--- src/hdl/sme_pkg.sv ---
// Shared constants, codes and types of the stack machine execute unit.
package sme_pkg;

  localparam int STACK_DEPTH = 64;
  localparam int DATA_WORDS  = 256;
  localparam int SP_W        = $clog2(STACK_DEPTH + 1);
  localparam int ADDR_W      = $clog2(DATA_WORDS);
  localparam int WORD_W      = 32;
  localparam int PC_W        = 16;
  localparam int KIND_W      = 5;
  localparam int ERR_W       = 3;

  // opcodes
  localparam logic [KIND_W-1:0] OP_HALT = 5'd0;
  localparam logic [KIND_W-1:0] OP_IN   = 5'd1;
  localparam logic [KIND_W-1:0] OP_OUT  = 5'd2;
  localparam logic [KIND_W-1:0] OP_ADD  = 5'd3;
  localparam logic [KIND_W-1:0] OP_SUB  = 5'd4;
  localparam logic [KIND_W-1:0] OP_MUL  = 5'd5;
  localparam logic [KIND_W-1:0] OP_DIV  = 5'd6;
  localparam logic [KIND_W-1:0] OP_DUP  = 5'd7;
  localparam logic [KIND_W-1:0] OP_LD   = 5'd8;
  localparam logic [KIND_W-1:0] OP_ST   = 5'd9;
  localparam logic [KIND_W-1:0] OP_LDC  = 5'd10;
  localparam logic [KIND_W-1:0] OP_JLT  = 5'd11;
  localparam logic [KIND_W-1:0] OP_JLE  = 5'd12;
  localparam logic [KIND_W-1:0] OP_JGT  = 5'd13;
  localparam logic [KIND_W-1:0] OP_JGE  = 5'd14;
  localparam logic [KIND_W-1:0] OP_JEQ  = 5'd15;
  localparam logic [KIND_W-1:0] OP_JNE  = 5'd16;
  localparam logic [KIND_W-1:0] OP_JMP  = 5'd17;

  // error codes
  localparam logic [ERR_W-1:0] ERR_OK      = 3'd0;
  localparam logic [ERR_W-1:0] ERR_ILLEGAL = 3'd1;
  localparam logic [ERR_W-1:0] ERR_UNDER   = 3'd2;
  localparam logic [ERR_W-1:0] ERR_OVER    = 3'd3;
  localparam logic [ERR_W-1:0] ERR_DIVZERO = 3'd4;
  localparam logic [ERR_W-1:0] ERR_ADDR    = 3'd5;

  // what a stack cell loads this cycle
  typedef enum logic [2:0] {
    CELL_HOLD,
    CELL_TAKE_UP,
    CELL_TAKE_DN1,
    CELL_TAKE_DN2,
    CELL_TAKE_NEW
  } cell_op_t;

  typedef enum logic [1:0] {
    ST_IDLE,
    ST_EXEC,
    ST_DIV,
    ST_OUT
  } state_t;

endpackage

--- src/hdl/sme_cell.sv ---
// One operand stack cell: holds a word, loads from a neighbor or new data.
module sme_cell (
  input  logic                        clk,
  input  sme_pkg::cell_op_t           op,
  input  logic [sme_pkg::WORD_W-1:0]  new_word,
  input  logic [sme_pkg::WORD_W-1:0]  up_word,
  input  logic [sme_pkg::WORD_W-1:0]  dn1_word,
  input  logic [sme_pkg::WORD_W-1:0]  dn2_word,
  output logic [sme_pkg::WORD_W-1:0]  word
);

  logic [sme_pkg::WORD_W-1:0] word_r, word_nxt;

  always_comb begin
    unique case (op)
      sme_pkg::CELL_TAKE_UP:  word_nxt = up_word;
      sme_pkg::CELL_TAKE_DN1: word_nxt = dn1_word;
      sme_pkg::CELL_TAKE_DN2: word_nxt = dn2_word;
      sme_pkg::CELL_TAKE_NEW: word_nxt = new_word;
      default:                word_nxt = word_r;
    endcase
  end

  always_ff @(posedge clk) begin
    word_r <= word_nxt;
  end

  assign word = word_r;

endmodule

--- config.mk ---
export PLATFORM = sky130hd
export DESIGN_NAME = sme_cell
export DESIGN_NICKNAME = d
export VERILOG_FILES = /design/src/hdl/sme_pkg.sv /design/src/hdl/sme_cell.sv
export SDC_FILE = /design/constraint.sdc
export NUM_CORES = 1
export LEC_CHECK = 0
export ABC_AREA = 1
export BUFFER_PORTS_ARGS = -buffer_cell sky130_fd_sc_hd__buf_2
export CORE_ASPECT_RATIO = 1.5
export CORE_MARGIN = 3
export CORE_UTILIZATION = 42
export CTS_CLUSTER_DIAMETER = 50
export DETAILED_ROUTE_END_ITERATION = 8
export GPL_TIMING_DRIVEN = 0
export PLACE_DENSITY = 0.8
export SLEW_MARGIN = 20
export SYNTH_ARGS = -nofsm -noshare
export SYNTH_HDL_FRONTEND = slang
export SYNTH_SLANG_ARGS = --single-unit
--- constraint.sdc ---
create_clock -name clk -period 2.4 [get_ports clk]
set_input_delay 0.36 -clock clk [delete_from_list [all_inputs] [get_ports clk]]
set_output_delay 0.36 -clock clk [all_outputs]
set_load 0.01 [all_outputs]
==> summary.txt <==
Status
  – Outcome: complete, no violations

Power and ir drop
  – Pwr dens: 498 nW/um^2
  – VDD IR-drop max: 0.255 mV
  – Static Leak: 0.00192 uW

STA
  – Slew @ Worst Pin: 766 ps
  – Max-slew headroom: 48.7%
  – Setup_tns: 0 ps
  – F_max: 616 MHz
  – Setup violators final: 0
  – Slew Limit Fails: 0
  – RSZ-0062 raised after global routing: false
  – Minimum clock period: 1620 ps
  – Hold Vio Cnt, Final: 0
  – Worst Setup Slack, final: 775 ps
  – Crit share post-route: 67.7%

Cells and area
  – Fin area: 3370 um^2
  – Max FFs per register: 32
  – Commonest non-fill, non-tap cell in the layout: buf_2
  – Commonest cells after routing, fill and taps aside: buf_2, nand3_1, nand2_1, nor2_1
  – Fillers: 516
  – Net count, final: 621
  – P&R area growth vs syn: 42.0%
  – Fraction of layout cells with a size suffix above 1: 42.9%
  – Antenna diodes: 0

Routing
  – WL per Instance: 13.6 um
  – Initial detailed-routing violation count: 174
  – Wirelength, routed: 7.62 mm
  – Routed vias: 2,779
  – Vias per cell: 4.98
  – Remaining antenna violation count: 0
  – Pre-antenna DRT Iters: 4
  – Residual DRC: 0

Synthesis
  – Syn Inst Count: 322
  – Post-synthesis sequential area ratio: 40.5%
  – Top-area cell type share of the netlist area: 40.5%
  – Netlist cell types: 15
  – Synth top area cells: edfxtp_1, nand3_1, nand2_1
  – XOR/XNOR share of the synthesized area: 0%
  – Main combinational cell family by area after synthesis: simple AND/OR/NAND/NOR gates
  – Mapped Area: 2370 um^2
  – Post-Synth Simple-Gate Area: 45.7%
  – Post-synthesis register bit count: 32
  – Mapped Avg Cell Area: 7.36 um^2
  – Post-synthesis compound-gate area fraction: 0.211%
  – Largest area contributor in the netlist: edfxtp_1
  – Yosys Warn Count: 0
  – Adder-Cell Fraction of Synth Area: 0%
  – Mux cell area share after synthesis: 0%
  – Syn nets: 454

Die
  – Die area: 6600 um^2
  – Die X-Extent: 67.3 um
  – Initial Util: 44.8%
  – Die height: 98.0 um
  – Row cnt: 32
  – Core Region: 5290 um^2
  – Total I/O pin count: 164

Placement
  – Post-DP HPWL: 6.14 mm
  – GPL Wtd Cong: 0.887
  – DP Area: 3260 um^2
  – Port Buf Inserts: 160
  – Place WS: 486 ps

Global route
  – Initial antenna violation count: 0
  – Largest net degree at the start of global routing: 33
  – GR peak layer: met2
  – GRT overflow: 0
  – Met3 Resource Use GR: 4.14%
  – M1 GR Usage: 25.9%
  – First-pass GRT wire length: 12.1 mm
  – Vias in the first global route: 2,661
  – Met2 usage: 42.6%
  – GR Util All Layers: 23.6%

Clock tree
  – H-tree depth: 2
  – CTS tree: built
  – Post-CTS Resized: 0
  – Clk sinks: 32
  – Clock-pin transition on the worst setup and hold timing paths: 70 ps
  – Setup Buffers After CTS: 0
  – Root Driver: clkbuf_8
  – CTS max path bufs: 2
  – # hold bufs at CTS: 0
  – CTS Buf Count: 5

Critical path
  – Worst Path Required: 2310 ps
  – Startpoint types: input port
  – Crit path capture type: flop
  – Kind of critical path: input port to flop
  – Worst Path Max Fanout: 32
  – Worst EP arrival: 1540 ps

Min path
  – Worst Hold Class: input port to flop

Job
  – Max cap viols: 0
-- metal layers --
layer,up-vias,wire length [um]
met2,142,4200
met1,1213,2590
met4,0,225
met3,18,605
li1,1406,-
met5,-,0
-- final timing paths --
path / from / to / slack [ps] / cells after the start
max: op[1] / word[11] / 780 / 5
min: up_word[15] / word[15] / 380 / 3
-- synthesized netlist by cell type --
cell type  number
nand2_1        65
nand3_1        64
nor2_1         54
edfxtp_1       32
inv_1          32
nand4_1        32
buf_2          15
nor2_2         10
buf_6           8
buf_4           4
nand2_2         2
inv_4           1
nand3b_4        1
nor2_8          1
o21ai_0         1
-- kinds of logic after synthesis --
group,count (synthesis)
AO/OA/AOI/OAI,1
buffers and inverters,60
AND/OR/NAND/NOR,229
flip-flops,32
-- final cells by class --
class	count	area [um^2]	share of cell area (%)
inverter	33	126	3.75
multi-input combinational	230	1090	32.4
tap	68	85.1	2.53
buffer	27	195	5.80
clock inverter	2	35.0	1.04
timing repair buffer	160	801	23.8
sequential	32	961	28.6
clock buffer	6	72.6	2.16
-- power breakdown --
| group | switching [uW] | internal [uW] | total (uW) |
|---|---|---|---|
| clock | 201 | 308 | 509 |
| combinational | 249 | 198 | 446 |
| sequential | 15.2 | 705 | 721 |
| total | 465 | 1210 | 1680 |
-- through the flow --
stage	power [uW]	utilization [%]	instances	hold slack [ps]
5_1_grt	1760	63.7	558	381
3_5_place_dp	1180	61.6	550	661
2_1_floorplan	961	-	322	573
3_3_place_gp	1170	61.6	550	662
4_1_cts	1690	63.7	558	367
6_report	1680	63.7	558	376
-- critical path, cell delays in order --
cell and delay (ps):
buf_4 170, nor2_8 130, nand2_2 130, buf_6 170, nand2_2 570
(Power assumes the default switching activity.)
