$ cat config.mk
export PLATFORM = sky130hd
export DESIGN_NAME = sme_divider
export DESIGN_NICKNAME = d
export VERILOG_FILES = /design/src/hdl/sme_pkg.sv /design/src/hdl/sme_divider.sv
export SDC_FILE = /design/constraint.sdc
export NUM_CORES = 1
export LEC_CHECK = 0
export BUFFER_PORTS_ARGS = -buffer_cell sky130_fd_sc_hd__buf_2
export CAP_MARGIN = 15
export CORE_MARGIN = 8
export CORE_UTILIZATION = 40
export CTS_CLUSTER_SIZE = 25
export DETAILED_ROUTE_END_ITERATION = 8
export PLACE_DENSITY = 0.69
export SLEW_MARGIN = 20
export SYNTH_ARGS = -nofsm -noshare
export SYNTH_HDL_FRONTEND = slang
export SYNTH_SLANG_ARGS = --single-unit
export TNS_END_PERCENT = 30
$ cat constraint.sdc
create_clock -name clk -period 4.8 [get_ports clk]
set_clock_uncertainty 0.05 [all_clocks]
set_input_delay 0 -clock clk [delete_from_list [all_inputs] [get_ports clk]]
set_output_delay 0 -clock clk [all_outputs]
set_load 0.02 [all_outputs]
$ cat src/hdl/sme_pkg.sv
// Shared constants, codes and types of the stack machine execute unit.
package sme_pkg;

  localparam int STACK_DEPTH = 64;
  localparam int DATA_WORDS  = 256;
  localparam int SP_W        = $clog2(STACK_DEPTH + 1);
  localparam int ADDR_W      = $clog2(DATA_WORDS);
  localparam int WORD_W      = 32;
  localparam int PC_W        = 16;
  localparam int KIND_W      = 5;
  localparam int ERR_W       = 3;

  // opcodes
  localparam logic [KIND_W-1:0] OP_HALT = 5'd0;
  localparam logic [KIND_W-1:0] OP_IN   = 5'd1;
  localparam logic [KIND_W-1:0] OP_OUT  = 5'd2;
  localparam logic [KIND_W-1:0] OP_ADD  = 5'd3;
  localparam logic [KIND_W-1:0] OP_SUB  = 5'd4;
  localparam logic [KIND_W-1:0] OP_MUL  = 5'd5;
  localparam logic [KIND_W-1:0] OP_DIV  = 5'd6;
  localparam logic [KIND_W-1:0] OP_DUP  = 5'd7;
  localparam logic [KIND_W-1:0] OP_LD   = 5'd8;
  localparam logic [KIND_W-1:0] OP_ST   = 5'd9;
  localparam logic [KIND_W-1:0] OP_LDC  = 5'd10;
  localparam logic [KIND_W-1:0] OP_JLT  = 5'd11;
  localparam logic [KIND_W-1:0] OP_JLE  = 5'd12;
  localparam logic [KIND_W-1:0] OP_JGT  = 5'd13;
  localparam logic [KIND_W-1:0] OP_JGE  = 5'd14;
  localparam logic [KIND_W-1:0] OP_JEQ  = 5'd15;
  localparam logic [KIND_W-1:0] OP_JNE  = 5'd16;
  localparam logic [KIND_W-1:0] OP_JMP  = 5'd17;

  // error codes
  localparam logic [ERR_W-1:0] ERR_OK      = 3'd0;
  localparam logic [ERR_W-1:0] ERR_ILLEGAL = 3'd1;
  localparam logic [ERR_W-1:0] ERR_UNDER   = 3'd2;
  localparam logic [ERR_W-1:0] ERR_OVER    = 3'd3;
  localparam logic [ERR_W-1:0] ERR_DIVZERO = 3'd4;
  localparam logic [ERR_W-1:0] ERR_ADDR    = 3'd5;

  // what a stack cell loads this cycle
  typedef enum logic [2:0] {
    CELL_HOLD,
    CELL_TAKE_UP,
    CELL_TAKE_DN1,
    CELL_TAKE_DN2,
    CELL_TAKE_NEW
  } cell_op_t;

  typedef enum logic [1:0] {
    ST_IDLE,
    ST_EXEC,
    ST_DIV,
    ST_OUT
  } state_t;

endpackage

$ cat src/hdl/sme_divider.sv
// Iterative signed divider, one quotient bit per cycle, truncating toward zero.
module sme_divider (
  input  logic                        clk,
  input  logic                        rst_n,
  input  logic                        start,
  input  logic [sme_pkg::WORD_W-1:0]  num,
  input  logic [sme_pkg::WORD_W-1:0]  den,
  output logic                        done,
  output logic [sme_pkg::WORD_W-1:0]  quot
);

  localparam int CNT_W = $clog2(sme_pkg::WORD_W + 1);

  logic [sme_pkg::WORD_W:0]   rem_r, rem_nxt;
  logic [sme_pkg::WORD_W-1:0] quo_r, quo_nxt, den_r, den_nxt;
  logic [CNT_W-1:0]           cnt_r, cnt_nxt;
  logic                       busy_r, busy_nxt, neg_r, neg_nxt, done_r, done_nxt;
  logic [sme_pkg::WORD_W:0]   shifted;
  logic [sme_pkg::WORD_W:0]   diff;

  // one restoring step per cycle
  always_comb begin
    shifted  = {rem_r[sme_pkg::WORD_W-1:0], quo_r[sme_pkg::WORD_W-1]};
    diff     = shifted - {1'b0, den_r};
    rem_nxt  = rem_r;
    quo_nxt  = quo_r;
    den_nxt  = den_r;
    neg_nxt  = neg_r;
    cnt_nxt  = cnt_r;
    busy_nxt = busy_r;
    done_nxt = 1'b0;
    if (start) begin
      rem_nxt  = '0;
      quo_nxt  = num[sme_pkg::WORD_W-1] ? (~num + 1'b1) : num;
      den_nxt  = den[sme_pkg::WORD_W-1] ? (~den + 1'b1) : den;
      neg_nxt  = num[sme_pkg::WORD_W-1] ^ den[sme_pkg::WORD_W-1];
      cnt_nxt  = CNT_W'(sme_pkg::WORD_W);
      busy_nxt = 1'b1;
    end else if (busy_r) begin
      if (!diff[sme_pkg::WORD_W]) begin
        rem_nxt = diff;
        quo_nxt = {quo_r[sme_pkg::WORD_W-2:0], 1'b1};
      end else begin
        rem_nxt = shifted;
        quo_nxt = {quo_r[sme_pkg::WORD_W-2:0], 1'b0};
      end
      cnt_nxt = cnt_r - 1'b1;
      if (cnt_r == CNT_W'(1)) begin
        busy_nxt = 1'b0;
        done_nxt = 1'b1;
      end
    end
  end

  always_ff @(posedge clk) begin
    rem_r <= rem_nxt;
    quo_r <= quo_nxt;
    den_r <= den_nxt;
    neg_r <= neg_nxt;
    cnt_r <= cnt_nxt;
    if (!rst_n) begin
      busy_r <= 1'b0;
      done_r <= 1'b0;
    end else begin
      busy_r <= busy_nxt;
      done_r <= done_nxt;
    end
  end

  assign done = done_r;
  assign quot = neg_r ? (~quo_r + 1'b1) : quo_r;

endmodule

==> flow_summary.ini <==
[cells_and_area]
nets = 1110
drive_gt1_frac = 0.141
area_growth_pct = 18.2
n_antenna_cell = 0

[min_path]
worstHoldStart = num[21]
holdPathStages = 3
holdPathEnd = quo_r[21]$_DFFE_PP_
hold_class = in2reg

[cts]
cts.sinks = 105
clock_latency_ps = 360
cts-root-buf = clkbuf_16
cts_buffer_depth = 2
cts_tree = done
postCtsSetupRepairBufs = 0
clkTransAtPathRegs_ps = 70
htree_levels = 3
cts_buffers = 9

[critical_path]
cpPeakStageDelay_ps = 590
cp-start-kind = flop
startpoint = quo_r[4]$_DFFE_PP_
worst-path-max-fanout = 4
critPathArrivalTime_ps = 3990
crit_type = reg2out
reg2reg_depth = 12
worstReg2RegStart = quo_r[31]$_DFFE_PP_
cp_top_family = simple AND/OR/NAND/NOR gates
r2r_setup_slack_ps = 780
r2r-end = rem_r[8]$_SDFFE_PP0P_
cp_cell_sequence = or4_4 -> nor4_4 -> nand2_1 -> or4_1 -> or4_4 -> or3_4 -> or3_4 -> o21ai_2 -> xnor2_1 -> buf_2
critPathRequiredTime_ps = 4750
crit_buf_inv = 1
critPathSlowestCell = or4_4
cp-end-kind = output port

[routing]
routedWlPerCell_um = 15.4
via_per_inst = 5.34
totalWireLength_mm = 19.7
vias = 6805
postRouteAntennaNets = 0
first_pass_iters = 7
first_iter_violations = 439
drc_errors = 0

[logic_synthesis]
syn-instance-count = 890
yosys.area.top_type = edfxtp_1
synthDominantCellAreaShare = 0.253
yosysMostFrequentCell = nand2_1
syn_avg_cell_area_um2 = 8.68
synthFlopType = edfxtp_1
yosysUniqueCellTypes = 67
ys_top_cells_by_area = edfxtp_1, dfxtp_1, xnor2_1
synth_area_um2 = 7720
synth-seq-cells = 105
synth_edf_count = 65
ys_seq_area_frac = 0.356
async_reset_ff_frac = 0
synth-warning-count = 0
syn_nets = 995
synth_common_cells = nand2_1, nor2_1, xnor2_1

[global_route]
grt_first_pass_wirelength_mm = 32.5
grt_use_total = 0.165
grt_start_max_net_pins = 62
gr-total-overflow = 0
antenna_found_initial = 0
grt_pass1_vias = 6743

[run]
maxCapViolations = 0

[timing]
tightestPinTransition_ps = 1040
final-max-slew-violation-count = 0
hold_viol_final = 0
period_minus_slack_ps = 4040
period_share = 0.841
slew_headroom = 0.300
final.setup.tns_ps = 0
setup_viol = 0
rsz0062_at_grt = no
timing.fmax_ghz = 0.248

[floorplan]
die_y_um = 155
start_util = 0.402
core_um2 = 19200
io_pins = 100
dieArea_um2 = 24000
die_w_um = 155
rows = 51

[pwr]
p_per_area_nw_per_um2 = 304
peakVddDrop_mv = 0.198
p_leak_uw = 0.00361
total_power_uw = 2780

[place]
io_buffers = 99
place_hpwl_mm = 14.4
place_congestion = 0.887

[status]
status = finished clean
-- layout make-up --
class                   count  area (um^2)
clock buffers              10          229
clock inverters             6         42.5
fillers                  1820        10100
inverters                  51          191
multi-input cells         690         4610
flip-flops and latches    105         2750
well taps                 265          332
repair buffers            148          968
-- sequential cells by signal, indices dropped and copies added (netlist names) --
signal,count
neg_r,1
busy_r,1
den_r,32
cnt_r,6
quo_r,32
rem_r,32
done,1
-- through the flow --
stage	setup WS, ps	utilization	instances	hold WS (ps)	cell area, um^2
after floorplan	1420	-	890	48.9	7720
after global placement	1010	0.440	1218	176	8450
after detailed placement	815	0.440	1218	188	8450
after CTS	754	0.475	1275	1.31	9130
after global routing	353	0.475	1275	10.4	9130
final	763	0.475	1275	7.73	9130
-- cell usage in the layout (no fill, tap or decap), types with 6 or more instances in the layout --
cell / instances
a311oi_1: 18
nor2b_1: 8
clkbuf_16: 9
buf_4: 9
or4_1: 15
dfxtp_1: 39
o21ai_0: 52
a21o_1: 12
o41ai_1: 13
ha_1: 37
nand3_1: 9
inv_1: 51
o21a_1: 14
or3_1: 20
nor2_1: 77
nand2b_1: 6
a21boi_0: 6
nand2_1: 93
xor2_1: 41
a211oi_1: 6
o31ai_1: 25
and3_1: 8
nor4_1: 7
a21oi_1: 69
xnor2_1: 70
edfxtp_1: 65
dlygate4sd3_1: 41
nor3_1: 13
buf_2: 98
-- tightest hold or removal path: stages --
cell and delay [ps]:
buf_2 100, xor2_1 80, a21oi_1 130
-- what timing repair did --
action                                 in CTS  in global routing
resized for setup                           0                  0
hold buffers                               41                  0
endpoints found under the hold margin      42                  0
-- report_power, final --
part | leakage (uW) | switching [uW] | internal (uW)
clock | 0.000133 | 345 | 354
sequential | 0.000967 | 80.1 | 1070
combinational | 0.00251 | 548 | 380
-- worst max-delay path by stage --
stage / slack, ps / end / cells past startpoint
CTS: 750 / quot[30] / 10
global route: 350 / rem_r[8]$_SDFFE_PP0P_ / 12
global placement: 1010 / rem_r[31]$_SDFFE_PP0P_ / 13
finish: 760 / quot[30] / 10
detailed placement: 820 / rem_r[31]$_SDFFE_PP0P_ / 13
floorplan: 1420 / rem_r[12]$_SDFFE_PP0P_ / 15
-- cell families (layout without fill, tap and decap cells) --
| group | after synthesis | count (layout) | share of synthesized area |
|---|---|---|---|
| AND/OR/NAND/NOR | 282 | 282 | 0.182 |
| adder cells (fa/ha/maj) | 38 | 38 | 0.0625 |
| buffers and inverters | 95 | 215 | 0.0466 |
| flip-flops | 105 | 105 | 0.356 |
| AO/OA/AOI/OAI | 254 | 254 | 0.220 |
| multiplexers | 5 | 5 | 0.00664 |
| XOR/XNOR | 111 | 111 | 0.126 |
-- routing by layer --
| metal | part of all wire | routed length (um) | global-route usage |
|---|---|---|---|
| met2 | 0.48 | 9500 | 0.281 |
| met1 | 0.46 | 9110 | 0.207 |
| met4 | 0.019 | 373 | 0.0653 |
| met5 | 0 | 0 | 0 |
| met3 | 0.035 | 696 | 0.0230 |
Power figures use the tool's default switching activity.
